[config.mk]
export PLATFORM = sky130hd
export DESIGN_NAME = iir_direct_form_one_filter_flat
export DESIGN_NICKNAME = d
export VERILOG_FILES = /design/src/hdl/iir_df1_pkg.sv /design/src/hdl/iir_df1_ifs.sv /design/src/hdl/iir_direct_form_one_filter.sv /design/src/hdl/iir_df1_ctrl.sv /design/src/hdl/iir_df1_dp.sv /design/src/flat_wrapper.sv
export SDC_FILE = /design/constraint.sdc
export NUM_CORES = 2
export LEC_CHECK = 0
export BUFFER_PORTS_ARGS = -buffer_cell sky130_fd_sc_hd__clkbuf_2
export CORE_UTILIZATION = 35
export DETAILED_ROUTE_END_ITERATION = 6
export PLACE_DENSITY_LB_ADDON = 0.3
export SYNTH_ARGS = -nofsm -noshare
export SYNTH_HDL_FRONTEND = slang
export SYNTH_SLANG_ARGS = --single-unit
[constraint.sdc]
create_clock -name clk -period 26.3 [get_ports clk]
set_clock_uncertainty 0.1 [all_clocks]
set_input_delay 1.315 -clock clk [delete_from_list [all_inputs] [get_ports clk]]
set_output_delay 1.315 -clock clk [all_outputs]
set_load 0.01 [all_outputs]
[src/hdl/iir_df1_pkg.sv]
// Shared types and constants for the direct-form-I biquad.
// Used by the interfaces, the controller, the datapath and the top level.
package iir_df1_pkg;

    localparam int DEF_FILTER_ORDER = 2;

    localparam int SAMPLE_W = 16;
    localparam int COEF_W   = 16;
    localparam int CFG_IDX_W = 3;
    localparam int PROD_W   = SAMPLE_W + COEF_W;
    localparam int ACC_W    = PROD_W + 2;
    localparam int SCALE_W  = ACC_W + COEF_W;
    localparam int FRAC_W   = 24;
    localparam int Q_W      = SCALE_W - FRAC_W;

    typedef logic signed [SAMPLE_W-1:0] sample_t;
    typedef logic signed [COEF_W-1:0]   coef_t;
    typedef logic [CFG_IDX_W-1:0]       cfg_idx_t;

    // register indexes
    localparam cfg_idx_t REG_B0 = 3'd0;
    localparam cfg_idx_t REG_B1 = 3'd1;
    localparam cfg_idx_t REG_B2 = 3'd2;
    localparam cfg_idx_t REG_A1 = 3'd3;
    localparam cfg_idx_t REG_A2 = 3'd4;
    localparam cfg_idx_t REG_R  = 3'd5;

    localparam coef_t COEF_ONE = 16'sd4096;

    // tap sequence of the shared multiply-accumulate
    typedef logic [2:0] tap_t;
    localparam tap_t TAP_B0 = 3'd0;
    localparam tap_t TAP_B1 = 3'd1;
    localparam tap_t TAP_B2 = 3'd2;
    localparam tap_t TAP_A1 = 3'd3;
    localparam tap_t TAP_A2 = 3'd4;

    localparam logic signed [Q_W-1:0] Y_MAX = Q_W'(32767);
    localparam logic signed [Q_W-1:0] Y_MIN = -Q_W'(32768);

    typedef struct packed {
        logic load;    // capture a new sample, clear the accumulator
        logic mac;     // multiply-accumulate one tap
        tap_t tap;     // tap for mac
        logic scale;   // multiply the sum by the reciprocal
        logic commit;  // round, saturate, update history and output register
    } dp_cmd_t;

endpackage

[src/hdl/iir_df1_ifs.sv]
// Channel interfaces: sample input, result output and register write.
// Depends on iir_df1_pkg.
interface iir_df1_in_if
    import iir_df1_pkg::*;
();
    logic    valid;
    logic    ready;
    sample_t sample_in;

    modport source (output valid, output sample_in, input ready);
    modport sink   (input valid, input sample_in, output ready);
endinterface

interface iir_df1_out_if
    import iir_df1_pkg::*;
();
    logic    valid;
    logic    ready;
    sample_t sample_out;
    logic    clipped;

    modport source (output valid, output sample_out, output clipped, input ready);
    modport sink   (input valid, input sample_out, input clipped, output ready);
endinterface

interface iir_df1_cfg_if
    import iir_df1_pkg::*;
();
    logic     valid;
    logic     ready;
    cfg_idx_t index;
    coef_t    data;

    modport source (output valid, output index, output data, input ready);
    modport sink   (input valid, input index, input data, output ready);
endinterface

[src/hdl/iir_direct_form_one_filter.sv]
// Direct-form-I IIR biquad, top level: sequencer plus datapath.
// Depends on iir_df1_pkg, the channel interfaces, iir_df1_ctrl and iir_df1_dp.
//
//   channel   dir   payload                      item
//   samples   in    sample_in[15:0] signed       one input sample
//   results   out   sample_out[15:0], clipped    one filtered sample
//   cfg       in    index[2:0], data[15:0]       one register write
//
// Each sample goes through acceptance, five steps of the single
// 16x16 multiply-accumulate (b0, b1, b2, a1, a2), one step of the 34x16
// reciprocal multiply, and a last step to round, saturate and update history.
// Reset restores b0 = r = 1.0, other coefficients zero, history zero.
// The output register holds a result until taken; a new sample is accepted
// meanwhile, and the commit cycle stalls only if the previous result still waits.
// Register writes are accepted on every cycle and must land while idle.
module iir_direct_form_one_filter
    import iir_df1_pkg::*;
#(
    parameter int FILTER_ORDER = DEF_FILTER_ORDER
)
(
    input  logic          clk,
    input  logic          rst_n,
    iir_df1_in_if.sink    samples,
    iir_df1_out_if.source results,
    iir_df1_cfg_if.sink   cfg
);

    dp_cmd_t cmd;

    // register writes are always taken
    assign cfg.ready = 1'b1;

    iir_df1_ctrl u_ctrl (
        .clk       (clk),
        .rst_n     (rst_n),
        .in_valid  (samples.valid),
        .in_ready  (samples.ready),
        .out_valid (results.valid),
        .out_ready (results.ready),
        .cmd       (cmd)
    );

    iir_df1_dp #(
        .FILTER_ORDER (FILTER_ORDER)
    ) u_dp (
        .clk        (clk),
        .rst_n      (rst_n),
        .cmd        (cmd),
        .sample_in  (samples.sample_in),
        .cfg_we     (cfg.valid),
        .cfg_index  (cfg.index),
        .cfg_data   (cfg.data),
        .sample_out (results.sample_out),
        .clipped    (results.clipped)
    );

`ifndef ASSERT_OFF
    // one item in flight: ready drops right after an accept
    a_one_in_flight: assert property (@(posedge clk) disable iff (!rst_n)
        samples.valid && samples.ready |=> !samples.ready)
        else $error("sample accepted while another is in work");

    // a commit always leaves a result on the output
    a_commit_shows: assert property (@(posedge clk) disable iff (!rst_n)
        cmd.commit |=> results.valid)
        else $error("committed result not presented");

    // a clipped result sits on a rail
    a_clip_rail: assert property (@(posedge clk) disable iff (!rst_n)
        results.valid && results.clipped |->
            (results.sample_out == 16'sh7fff || results.sample_out == 16'sh8000))
        else $error("clipped flag without a saturated value");

    // no two datapath commands (load, MAC, scale, commit) are ever active together
    a_cmd_excl: assert property (@(posedge clk) disable iff (!rst_n)
        $onehot0({cmd.load, cmd.mac, cmd.scale, cmd.commit}))
        else $error("overlapping datapath commands");
`endif

endmodule

[src/hdl/iir_df1_ctrl.sv]
// Sequencer for the biquad: steps the shared MAC through the taps.
// Depends on iir_df1_pkg.
module iir_df1_ctrl
    import iir_df1_pkg::*;
(
    input  logic    clk,
    input  logic    rst_n,
    input  logic    in_valid,
    output logic    in_ready,
    output logic    out_valid,
    input  logic    out_ready,
    output dp_cmd_t cmd
);

    localparam logic [1:0] ST_IDLE   = 2'd0;
    localparam logic [1:0] ST_MAC    = 2'd1;
    localparam logic [1:0] ST_SCALE  = 2'd2;
    localparam logic [1:0] ST_COMMIT = 2'd3;

    logic [1:0] state_reg, state_next;
    tap_t       tap_reg, tap_next;
    logic       out_valid_reg, out_valid_next;
    logic       commit;

    assign in_ready  = (state_reg == ST_IDLE);
    assign out_valid = out_valid_reg;
    // hold the result in COMMIT until the output register is free
    assign commit    = (state_reg == ST_COMMIT) && (!out_valid_reg || out_ready);

    always_comb
    begin
        state_next = state_reg;
        tap_next   = tap_reg;
        case (state_reg)
            ST_IDLE:
            begin
                if (in_valid)
                begin
                    state_next = ST_MAC;
                    tap_next   = TAP_B0;
                end
            end
            ST_MAC:
            begin
                if (tap_reg == TAP_A2)
                    state_next = ST_SCALE;
                else
                    tap_next = tap_reg + tap_t'(1);
            end
            ST_SCALE:  state_next = ST_COMMIT;
            ST_COMMIT:
            begin
                if (commit)
                    state_next = ST_IDLE;
            end
            default:   state_next = ST_IDLE;
        endcase
    end

    always_comb
    begin
        out_valid_next = out_valid_reg;
        if (out_ready)
            out_valid_next = 1'b0;
        if (commit)
            out_valid_next = 1'b1;
    end

    always_comb
    begin
        cmd.load   = in_ready && in_valid;
        cmd.mac    = (state_reg == ST_MAC);
        cmd.tap    = tap_reg;
        cmd.scale  = (state_reg == ST_SCALE);
        cmd.commit = commit;
    end

    always_ff @(posedge clk or negedge rst_n)
    begin
        if (!rst_n)
        begin
            state_reg     <= ST_IDLE;
            tap_reg       <= TAP_B0;
            out_valid_reg <= 1'b0;
        end
        else
        begin
            state_reg     <= state_next;
            tap_reg       <= tap_next;
            out_valid_reg <= out_valid_next;
        end
    end

endmodule

[src/hdl/iir_df1_dp.sv]
// Datapath of the biquad: coefficients, history, shared MAC, scaling and rounding.
// Depends on iir_df1_pkg.
module iir_df1_dp
    import iir_df1_pkg::*;
#(
    parameter int FILTER_ORDER = DEF_FILTER_ORDER
)
(
    input  logic     clk,
    input  logic     rst_n,
    input  dp_cmd_t  cmd,
    input  sample_t  sample_in,
    input  logic     cfg_we,
    input  cfg_idx_t cfg_index,
    input  coef_t    cfg_data,
    output sample_t  sample_out,
    output logic     clipped
);

    coef_t b0_reg, b1_reg, b2_reg, a1_reg, a2_reg, r_reg;

    sample_t xh_reg [FILTER_ORDER];
    sample_t yh_reg [FILTER_ORDER];
    sample_t x_reg;

    logic signed [ACC_W-1:0]   acc_reg, acc_next;
    logic signed [SCALE_W-1:0] scale_reg;
    sample_t                   y_reg;
    logic                      clip_reg;

    sample_t x1, x2, y1, y2;
    coef_t   mul_c;
    sample_t mul_s;
    logic signed [PROD_W-1:0]  prod;
    logic signed [SCALE_W-1:0] rounded;
    logic signed [Q_W-1:0]     q;
    sample_t                   y_next;
    logic                      clip_next;

    assign x1 = xh_reg[0];
    assign y1 = yh_reg[0];

    generate
        if (FILTER_ORDER >= 2)
        begin : g_two_taps
            assign x2 = xh_reg[1];
            assign y2 = yh_reg[1];
        end
        else
        begin : g_one_tap
            assign x2 = '0;
            assign y2 = '0;
        end
    endgenerate

    // coefficient registers
    always_ff @(posedge clk or negedge rst_n)
    begin
        if (!rst_n)
        begin
            b0_reg <= COEF_ONE;
            b1_reg <= '0;
            b2_reg <= '0;
            a1_reg <= '0;
            a2_reg <= '0;
            r_reg  <= COEF_ONE;
        end
        else if (cfg_we)
        begin
            case (cfg_index)
                REG_B0:  b0_reg <= cfg_data;
                REG_B1:  b1_reg <= cfg_data;
                REG_B2:  b2_reg <= cfg_data;
                REG_A1:  a1_reg <= cfg_data;
                REG_A2:  a2_reg <= cfg_data;
                REG_R:   r_reg  <= cfg_data;
                default: ;
            endcase
        end
    end

    // operand select for the shared multiplier
    always_comb
    begin
        case (cmd.tap)
            TAP_B0:  begin mul_c = b0_reg; mul_s = x_reg; end
            TAP_B1:  begin mul_c = b1_reg; mul_s = x1;    end
            TAP_B2:  begin mul_c = b2_reg; mul_s = x2;    end
            TAP_A1:  begin mul_c = a1_reg; mul_s = y1;    end
            TAP_A2:  begin mul_c = a2_reg; mul_s = y2;    end
            default: begin mul_c = '0;     mul_s = '0;    end
        endcase
    end

    assign prod = mul_c * mul_s;

    always_comb
    begin
        if (cmd.tap == TAP_A1 || cmd.tap == TAP_A2)
            acc_next = acc_reg - ACC_W'(prod);
        else
            acc_next = acc_reg + ACC_W'(prod);
    end

    // round half up at bit 24, then saturate
    assign rounded = scale_reg + (SCALE_W'(1) <<< (FRAC_W - 1));
    assign q       = rounded[SCALE_W-1:FRAC_W];

    always_comb
    begin
        clip_next = 1'b0;
        y_next    = q[SAMPLE_W-1:0];
        if (q > Y_MAX)
        begin
            y_next    = Y_MAX[SAMPLE_W-1:0];
            clip_next = 1'b1;
        end
        else if (q < Y_MIN)
        begin
            y_next    = Y_MIN[SAMPLE_W-1:0];
            clip_next = 1'b1;
        end
    end

    always_ff @(posedge clk)
    begin
        if (cmd.load)
        begin
            x_reg   <= sample_in;
            acc_reg <= '0;
        end
        else if (cmd.mac)
            acc_reg <= acc_next;
        if (cmd.scale)
            scale_reg <= SCALE_W'(acc_reg) * SCALE_W'(r_reg);
        if (cmd.commit)
        begin
            y_reg    <= y_next;
            clip_reg <= clip_next;
        end
    end

    // history lines, newest at entry 0
    always_ff @(posedge clk or negedge rst_n)
    begin
        if (!rst_n)
        begin
            for (int k = 0; k < FILTER_ORDER; k++)
            begin
                xh_reg[k] <= '0;
                yh_reg[k] <= '0;
            end
        end
        else if (cmd.commit)
        begin
            for (int k = FILTER_ORDER - 1; k > 0; k--)
            begin
                xh_reg[k] <= xh_reg[k-1];
                yh_reg[k] <= yh_reg[k-1];
            end
            xh_reg[0] <= x_reg;
            yh_reg[0] <= y_next;
        end
    end

    assign sample_out = y_reg;
    assign clipped    = clip_reg;

endmodule

[src/flat_wrapper.sv]
// flat-port wrapper written by rule: the top's interface ports become plain ports
module iir_direct_form_one_filter_flat import iir_df1_pkg::*;
#(
    parameter int FILTER_ORDER = DEF_FILTER_ORDER
)
  (clk, rst_n, samples_valid, samples_sample_in, samples_ready, results_valid, results_sample_out, results_clipped, results_ready, cfg_valid, cfg_index, cfg_data, cfg_ready);
  iir_df1_in_if samples_i ();
  iir_df1_out_if results_i ();
  iir_df1_cfg_if cfg_i ();
  input  logic clk;
  input  logic rst_n;
  input wire logic [$bits(samples_i.valid)-1:0] samples_valid;
  input wire logic [$bits(samples_i.sample_in)-1:0] samples_sample_in;
  output wire logic [$bits(samples_i.ready)-1:0] samples_ready;
  output wire logic [$bits(results_i.valid)-1:0] results_valid;
  output wire logic [$bits(results_i.sample_out)-1:0] results_sample_out;
  output wire logic [$bits(results_i.clipped)-1:0] results_clipped;
  input wire logic [$bits(results_i.ready)-1:0] results_ready;
  input wire logic [$bits(cfg_i.valid)-1:0] cfg_valid;
  input wire logic [$bits(cfg_i.index)-1:0] cfg_index;
  input wire logic [$bits(cfg_i.data)-1:0] cfg_data;
  output wire logic [$bits(cfg_i.ready)-1:0] cfg_ready;
  assign samples_i.valid = samples_valid;
  assign samples_i.sample_in = samples_sample_in;
  assign samples_ready = samples_i.ready;
  assign results_valid = results_i.valid;
  assign results_sample_out = results_i.sample_out;
  assign results_clipped = results_i.clipped;
  assign results_i.ready = results_ready;
  assign cfg_i.valid = cfg_valid;
  assign cfg_i.index = cfg_index;
  assign cfg_i.data = cfg_data;
  assign cfg_ready = cfg_i.ready;
  iir_direct_form_one_filter #(.FILTER_ORDER(FILTER_ORDER)) u_core (.clk(clk), .rst_n(rst_n), .samples(samples_i), .results(results_i), .cfg(cfg_i));
endmodule
======== Yosys cells after proc, flatten, opt, wreduce, memory -nomap -nowiden ========
Cells that the tools add are included.
word-level totals
  input bits .............................. 40
  register bits ........................... 283
cells by class
  multipliers ............................. 2
  equality and inequality tests ........... 16
  $add $sub $neg .......................... 4
  reductions and logical operators ........ 18
  mux-type cells .......................... 15
  magnitude comparators ................... 2
operators by type and width
  kind                                                                               count
  16-bit case mux with 5 select lines                                                2
  50-bit by 25-bit adder with 50-bit output, second input constant                   1
  34-bit by 16-bit multiplier with 50-bit output                                     1
  34-bit by 32-bit adder with 34-bit output                                          1
  34-bit 2-to-1 mux                                                                  1
  34-bit by 32-bit subtractor with 34-bit output                                     1
  16-bit by 16-bit multiplier with 32-bit output                                     1
  16-bit 2-to-1 mux                                                                  2
  26-bit by 16-bit greater-than comparator with 1-bit output, second input constant  1
  26-bit by 16-bit < comparator with 1-bit output, second input constant             1
  3-bit by 2-bit equality test with 1-bit output, second input constant              4
  2-bit AND reduction                                                                6
  3-bit equality test, second input constant                                         3
  2-bit != test, second input constant                                               4
  2-bit case mux with 4 select lines                                                 1
  3-bit by 1-bit equality test with 1-bit output, second input constant              2
  3-bit logical NOT                                                                  2
  2-bit 2-to-1 mux                                                                   3
  3-bit 2-to-1 mux                                                                   2
  3-bit case mux with 2 select lines                                                 1
  3-bit AND reduction                                                                2
  2-bit equality test, second input constant                                         2
  2-bit nonzero test                                                                 2
  3-bit by 1-bit adder with 3-bit output, second input constant                      1
  other kinds (6)                                                                    10

======== Logic depth before layout (Yosys ltp) ========
  word-level depth ........................ 5
  mapped depth ............................ 44
  mapped depth without buffers ............ 40

======== Cells and area by module ========
From an unflattened synthesis, not the netlist that was laid out.
unflattened totals
  cell total of the unflattened synthesis .. 4314
  area, all modules ....................... 41212.0 sq um
by module, submodules not included
  module                      cells an instance  area an instance (sq um)  instances  sequential area each (sq um)
  iir_df1_dp                  4267               40774.1                   1          6488.7
  iir_df1_ctrl                45                 426.7                     1          150.1
  iir_direct_form_one_filter  2                  11.3                      1          0.0

======== Least setup slack after synthesis ========
Ideal clock, no wire load.
  path type ............................... flip-flop to flip-flop
  start point ............................. register u_core.u_ctrl.tap_reg[2]
  end point ............................... register u_core.u_dp.acc_reg[33]
  library setup time ...................... 0.072 ns
  arrival ................................. 9.938 ns
  buffers on the path ..................... 5
  cell stages (with the launch flop) ...... 40
  slack ................................... 16.191 ns
  path through ............................ dfrtp_1 > clkbuf_1 > clkbuf_1 > clkbuf_1 > buf_2 > mux2i_1 > o21ai_0 > clkbuf_1 > nand2_1 > fa_1 > inv_1 > fa_1 > inv_1 > fa_1 > inv_1 > fa_1 > fa_1 > inv_1 > [4 not listed] > a21oi_2 > or4_4 > o21a_1 > or4_1 > o311a_1 > a21o_1 > nor4b_4 > a31oi_1 > xor2_1 > ha_1 > nor2b_1 > o21ai_0 > nand2b_1 > or3_1 > a31o_2 > a31o_2 > mux2i_1 > mux2i_1
between the ends
  longest elaborated chain between the ends .. 5
  elaborated cells on any way between the ends .. 12
  classes of those cells .................. add/sub (2); mul (1); eq/ne (4); mux (3); reduce/logical (2)
RTL lines
  item                                                                                                         line                                  source
  start, declared                                                                                              iir_df1_ctrl.sv:21                    tap_t tap_reg, tap_next;
  start signal, assigned                                                                                       iir_df1_ctrl.sv:89                    tap_reg <= tap_next;
  3-bit equality test (tied with other cells)                                                                  iir_df1_dp.sv:85, iir_df1_dp.sv:99
  16-bit case mux with 5 select lines                                                                          iir_df1_dp.sv:85                      case (cmd.tap)
  16-bit by 16-bit multiplier with 32-bit output                                                               iir_df1_dp.sv:95                      assign prod = mul_c * mul_s;
  34-bit by 32-bit adder with 34-bit output or 34-bit by 32-bit subtractor with 34-bit output (tied branches)  iir_df1_dp.sv:102, iir_df1_dp.sv:100
  34-bit 2-to-1 mux *                                                                                          iir_df1_dp.sv:99                      if (cmd.tap == TAP_A1 || cmd.tap == TAP_A2)
  end signal, assigned                                                                                         iir_df1_dp.sv:133                     acc_reg <= acc_next;
  end, declared                                                                                                iir_df1_dp.sv:26                      logic signed [ACC_W-1:0] acc_reg, acc_next;
Every way passes the cells marked *; elsewhere a longest branch is shown, timed or not.
A chain may end at the register's enable or synchronous reset.

======== Final worst setup path ========
Same ends and word-level chain as after synthesis.

==> results.py <==
metrics = {
    "run_status": {
        "status": "finished, final reports clean",
    },
    "die": {
        "die_width_um": 344,
        "design.die.area_um2": 119000,
        "io_pins": 60,
        "core_um2": 116000,
        "fp-row-count": 125,
        "die_h_um": 344,
        "start_util": 0.353,
    },
    "placed_design": {
        "routabilityCongestion": 0.914,
        "io_buffer_count": 58,
        "pre_cts_ws_ns": 15.27,
        "hpwl_um": 87800,
    },
    "detailed_routing": {
        "wl_um": 111000,
        "wl_per_cell_um": 19.1,
        "ant_nets": 0,
        "via_per_inst": 5.05,
        "drc": 0,
        "dr_total_vias": 29300,
        "first_pass_iters": 6,
        "drtIter0Drc": 1759,
    },
    "cells_and_area": {
        "seqCellArea_um2": 6650,
        "largest_reg_flops": 34,
        "nets": 5304,
        "syn_to_final_growth_pct": 6.91,
        "fillers": 11700,
        "final_util": 0.378,
        "drive_gt1_frac": 0.0908,
        "multiInputGateArea_um2": 30500,
    },
    "yosys": {
        "synth_top_area_cell": "fa_1",
        "synthSimpleGateAreaFrac": 0.148,
        "synth_ff_type": "dfrtp_1",
        "postSynth.asyncResetShare": 0.638,
        "synth_fa_ha_area_frac": 0.452,
        "netlist_instances": 4298,
        "yosysSeqAreaShare": 0.162,
        "synth_area_per_cell_um2": 9.55,
        "synth_compound_area_frac": 0.0592,
        "synth-xor-area-share": 0.0280,
        "synth.distinct_cells": 90,
        "muxShareOfSynthArea": 0.0562,
        "yosysTopAreaCellShare": 0.378,
        "synth_enable_flop_cells": 60,
        "synth.area.top_cells": "fa_1, dfrtp_1, inv_1",
        "yosys_register_bits": 260,
        "yosysMostFrequentCell": "inv_1",
        "synth_top_family_by_area": "adder cells",
        "synth_nets": 5355,
        "yosysWarnings": 0,
        "synth_area_um2": 41000,
        "synth_common_cells": "inv_1, fa_1, nand2_1",
    },
    "critical_path": {
        "crit_fanout": 36,
        "slowest_stage": "a311oi_1",
        "arrival_ns": 11.73,
        "cp_data_required_time_ns": 26.75,
        "critPathCaptureType": "register",
        "timing.critical_path.buf_inv": 7,
        "crit_type": "reg2reg",
        "start_kind": "register",
        "timing.critical_path.mode_cell": "fa_1",
        "slowest_delay_ns": 0.71,
        "critical-path-top-delay-family": "adder cells",
    },
    "clock_network": {
        "cts_buffers": 30,
        "clock_sinks": 260,
        "post_cts_resized": 0,
        "cts_hold_buf": 0,
        "cts_setup_buffers": 0,
        "clk_path_buf_depth": 3,
        "root_buffer": "clkbuf_16",
        "htree_levels": 1,
        "insertion_delay_ns": 0.63,
        "path_clk_slew_ns": 0.06,
        "cts_tree": "built",
    },
    "timing": {
        "worst_pin_slew_ns": 1.12,
        "rsz0062_at_grt": "no",
        "fmax_mhz": 88.6,
        "whs_ns": 0.370,
        "finalHoldViolations": 0,
        "fin_tns_setup_ns": 0,
        "fin_crit_ns": 11.28,
        "maxSlewViolCount": 0,
        "max_slew_margin": 0.249,
        "fin_ws_ns": 15.02,
        "period_share": 0.429,
        "setup_viol": 0,
    },
    "worst_hold_path": {
        "hold_path_class": "reg2reg",
    },
    "global_route": {
        "grt-ovfl-total": 0,
        "antenna_found_initial": 2,
        "grt_pass1_vias": 30400,
        "grt_max_degree": 94,
        "grt_pass1_wl_um": 176000,
        "grt_use_total": 0.191,
    },
    "flow_run": {
        "max-cap-violations": 0,
    },
}
-- cell type report --
cell class	instances	area share
antenna	1	0.0000570
clock buffer	42	0.0188
clock inverter	14	0.00362
inverter	846	0.0724
multi-input combinational	3006	0.696
sequential	260	0.151
tap	1524	0.0435
timing repair buffer	103	0.0145
-- worst register-to-register path, delay by kind of cell (launching register included) --
family          cells  cell delay, ns
fa+ha+maj           9            4.04
mux                 2            0.37
simple gates        8            1.86
xor+xnor            2            0.24
buf+inv             7            1.46
flops               1            0.32
compound gates     10            2.81
-- through the flow --
step                      std cells  instance area [um2]
final                          5796                43900
after global routing           5796                43900
after CTS                      5795                43900
after detailed placement       5739                42900
after global placement         5739                42900
after floorplan                4298                41000
-- path summary, 6_finish.rpt --
check	slack (ns)	cells after the start	endpoint	from
setup reg to reg	15.02	38	u_core.u_dp.acc_reg[33]	u_core.u_ctrl.tap_reg[2]
hold reg to reg	0.37	2	u_core.u_dp.acc_reg[21]	u_core.u_dp.acc_reg[21]
setup / recovery	15.02	38	u_core.u_dp.acc_reg[33]	u_core.u_ctrl.tap_reg[2]
max in group asynchronous	23.88	2	u_core.u_dp.x1[10]	rst_n
hold / removal	0.37	2	u_core.u_dp.acc_reg[21]	u_core.u_dp.acc_reg[21]
min in group asynchronous	0.70	1	u_core.u_dp.y1[6]	rst_n
-- kinds of logic after synthesis --
logic type               Yosys count
adder cells (fa/ha/maj)         1017
AO/OA/AOI/OAI                    362
AND/OR/NAND/NOR                 1287
flip-flops                       260
other                              1
multiplexers                     208
XOR/XNOR                         131
buffers and inverters           1032
-- metal layers --
layer	vias to the layer above	track usage	wire length, um
met3	174	0.0238	5990
met2	816	0.322	53700
li1	13200	-	-
met1	15100	0.258	48100
met4	0	0.0523	3060
met5	-	0	0
-- cells in the final DEF (no fill, tap or decap), types with 45 or more instances in the layout --
master      n
edfxtp_1   60
fa_1      776
a21oi_1    94
nand2b_1   57
mux2_2    176
inv_1     844
dfrtp_1   157
xor2_1     48
nor2_1    252
and2_1    173
o21ai_0    58
xnor2_1    83
nand2_1   580
clkbuf_2   57
buf_4      45
ha_1      240
Power is not shown: default switching activity piles up to over one toggle a cycle in this logic, so the estimate is an artifact.
